--- src/design/cfrf_pkg.sv ---
package cfrf_pkg;

	// Width of one bitmap word and of a bit position inside it.
	localparam int WORD_W    = 32;
	localparam int BIT_IDX_W = 5;

	// Size of the group bitmap in bits; the port widths are built for this size.
	localparam int BITMAP_BITS = 8192;

	// Configuration register indexes.
	typedef enum logic [1:0] {
		CFG_DATA_BITS  = 2'd0,
		CFG_BASE_BLOCK = 2'd1
	} cfg_idx_t;

	// Outcome of scanning one bitmap word.
	typedef struct packed {
		logic                 hit;
		logic [BIT_IDX_W-1:0] bit_idx;
	} cfrf_hit_t;

	// Search sequencer states.
	typedef enum logic [1:0] {
		ST_IDLE = 2'b01,
		ST_SCAN = 2'b10
	} cfrf_state_t;

endpackage

--- src/design/cfrf_word_eval.sv ---
module cfrf_word_eval #(
	parameter int POS_W = 14
) (
	input  logic [cfrf_pkg::WORD_W-1:0] word,
	input  logic [POS_W-1:0]            run_in,
	input  logic [POS_W-1:0]            len,
	input  logic [POS_W-1:0]            lim,
	input  logic [POS_W-1:0]            wbase,
	output cfrf_pkg::cfrf_hit_t         hit,
	output logic [POS_W-1:0]            run_out
);

	// Each bit position works out its own free-run length from the last used
	// bit at or below it, or from the run carried in when there is none.
	// The lowest valid position whose run reaches the wanted length wins.
	always_comb begin
		logic                           seen;
		logic [cfrf_pkg::BIT_IDX_W-1:0] last;
		logic [POS_W-1:0]               run_j;
		logic                           valid_j;
		hit     = '0;
		run_out = '0;
		for (int j = 0; j < cfrf_pkg::WORD_W; j++) begin
			seen = 1'b0;
			last = '0;
			for (int i = 0; i <= j; i++) begin
				if (word[i]) begin
					seen = 1'b1;
					last = cfrf_pkg::BIT_IDX_W'(i);
				end
			end
			if (seen) begin
				run_j = POS_W'(j) - POS_W'(last);
			end else begin
				run_j = run_in + POS_W'(j + 1);
			end
			valid_j = (wbase + POS_W'(j)) < lim;
			if (valid_j && (run_j >= len) && !hit.hit) begin
				hit.hit     = 1'b1;
				hit.bit_idx = cfrf_pkg::BIT_IDX_W'(j);
			end
			if (j == cfrf_pkg::WORD_W - 1) begin
				run_out = run_j;
			end
		end
	end

endmodule

--- config.mk ---
export PLATFORM = sky130hd
export DESIGN_NAME = cfrf_word_eval
export DESIGN_NICKNAME = d
export VERILOG_FILES = /design/src/design/cfrf_pkg.sv /design/src/design/cfrf_word_eval.sv
export SDC_FILE = /design/constraint.sdc
export NUM_CORES = 2
export LEC_CHECK = 0
export BUFFER_PORTS_ARGS = -buffer_cell sky130_fd_sc_hd__buf_2
export CORE_MARGIN = 2
export CORE_UTILIZATION = 50
export DETAILED_ROUTE_END_ITERATION = 6
export GPL_ROUTABILITY_DRIVEN = 0
export PLACE_DENSITY = 0.77
export SETUP_SLACK_MARGIN = 0.3
export SLEW_MARGIN = 0
export SYNTH_ARGS = -nofsm -noshare
export SYNTH_HDL_FRONTEND = slang
export SYNTH_SLANG_ARGS = --single-unit
--- constraint.sdc ---
create_clock -name vclk -period 13.1
set_clock_uncertainty 0.05 [all_clocks]
set_input_delay 1.31 -clock vclk [all_inputs]
set_output_delay 1.31 -clock vclk [all_outputs]
set_load 0.02 [all_outputs]
==> run metrics <==
failing checks=DRC, capacitance limit, slew limit; Max-Cap Viols=3; Hold Path End=run_out[0]; Most common cell on crit path=nor2_1; Core Rows=91; commonest non-fill, non-tap cell in the layout=ha_1; final instance area=32940 sq um; slew margin rel.=-5.534%; register area share after synthesis=0%; die area=64940 sq um; Sequential Area=0 sq um; Hold Path Class=primary input to output port; Layout area overhead=4.713%; number of antenna violations at the first check in global routing=10; DR iter-0 viols=4963; Fin Setup TNS=0 ns; actual slew at the worst max-slew pin=1.578 ns; critical path capture point type=output port; Synth area leaders=ha_1 (34%), xor2_1 (8.5%), xnor2_1 (7.8%), nor2_1 (7.3%), a21oi_1 (5.9%); post-CTS setup buffers=0; CP max stage delay=0.94 ns; Cell Pwr Density=33.46 nW/um^2; fmax=0.09785 GHz; critical path's slowest cell=nor2_1; global-route wire length before repair=202.1 mm; Port Buffer Count=108; Max VDD drop=0.03787 mV; HPWL after detailed placement=95.28 mm; CP required=11.74 ns; Core ar.=61940 sq um; clock buffer count=0; ratio of cells with drive above 1 in the final layout=5.618%; hold depth=3; Slew Limit Fails=11; cells after synthesis=4444; grt total ovfl=0; CP Launch Type=primary input; Die H=254.8 um; Chip Width=254.8 um; Ports=108; Hold Startpoint=word[31]; Cell variety after synth=83; via/cell ratio=6.853; Initial Util=50.79%; Nets=5379; total number of vias=36.16k; status=finished with violations; CTS resizes=0; vias in the first global route=34.05k; Synth Net Count=5389; largest net degree at the start of global routing=43; cell leakage power=15.64 nW; Mapped Area=31460 sq um; Pre-Repair DR Iteration Count=7; commonest cells after routing, fill and taps aside=ha_1 (857), nor2_1 (614), a21oi_1 (369); placed inst area=32930 sq um; min Tclk post-route=10.22 ns; Worst Path Max Fanout=21; Yosys top cell area share=34.08%; crit path DAT=8.86 ns; GRT Total Usage=40.49%; syn avg cell area=7.079 sq um; WS Path Type=primary input to output port; antenna-violating nets left=0; crit share post-route=78.01%; Seq cells=0; Post-CTS Hold Fix Bufs=0; Final Hold Slack=2.938 ns; dpl cells=5269; Finished Layout Cells=5276; CP delay by family, top=simple AND/OR/NAND/NOR gates; Synth area leader=ha_1; Final Hold Viols=0; YS warnings=0; crit path buf inv count=5; DRC Markers=13; filler cell count=6103; routed wire length=135.4 mm; Final setup viols=0; Routed WL per cell=25.67 um; unrepaired setup endpoints after global routing=no
==> routing by layer <==
layer	GRT usage [%]	vias to the layer above	wire length (um)
met3	15.44	1022	21110
met4	32.66	18	14160
met5	0	-	116
met2	59.32	2851	52370
li1	-	16060	-
met1	46.92	16210	47680
==> layout make-up <==
| cell class | count | area [sq um] | area share (%) |
|---|---|---|---|
| Multi-Input combinational cell | 4100 | 30170 | 91.59 |
| Tap cell | 837 | 1047 | 3.179 |
| Timing Repair Buffer | 194 | 1186 | 3.601 |
| Antenna cell | 7 | 17.52 | 0.05317 |
| Inverter | 138 | 518.0 | 1.572 |
==> per-stage QoR <==
stage,total power [mW],util [%],worst slack (ns)
finish,1.102,53.19,2.881
floorplan,0.7028,-,5.243
global placement,1.013,53.16,3.403
global route,1.184,53.16,2.483
CTS,1.041,53.16,3.206
detailed placement,1.036,53.16,3.220
==> kinds of logic after synthesis <==
logic type	Yosys count	share of synthesized area, %
and+or+nand+nor	1544	22.84
xor gates and xnor gates	587	16.34
adders and majority gates	857	34.08
buffers and inverters	344	4.124
AOI/OAI and AO/OA	1096	22.08
muxes	16	0.5290
==> worst max path at each step <==
stage	start	to	slack [ns]	cells past startpoint
floorplan	word[2]	hit[4]	5.24	23
global route	word[0]	hit[2]	2.48	25
global placement	word[0]	hit[2]	3.40	25
finish	word[0]	hit[2]	2.88	25
CTS	word[0]	hit[2]	3.21	25
detailed placement	word[0]	hit[2]	3.22	25
==> where the power goes <==
group / internal [mW] / switching, mW
logic: 0.381 / 0.721
registers: 0 / 0
clock network: 0.00000000495 / 0
total: 0.381 / 0.721
==> cell usage after synthesis, types with 78 or more instances <==
cell type	n
ha_1	857
nor2_1	615
a21oi_1	369
nand2_1	349
xor2_1	306
xnor2_1	281
o21ai_0	220
clkbuf_1	174
inv_1	129
a21o_1	99
nand3_1	94
nand4_1	88
nor2b_1	78
Note: power is estimated with default switching activity, not from simulation.
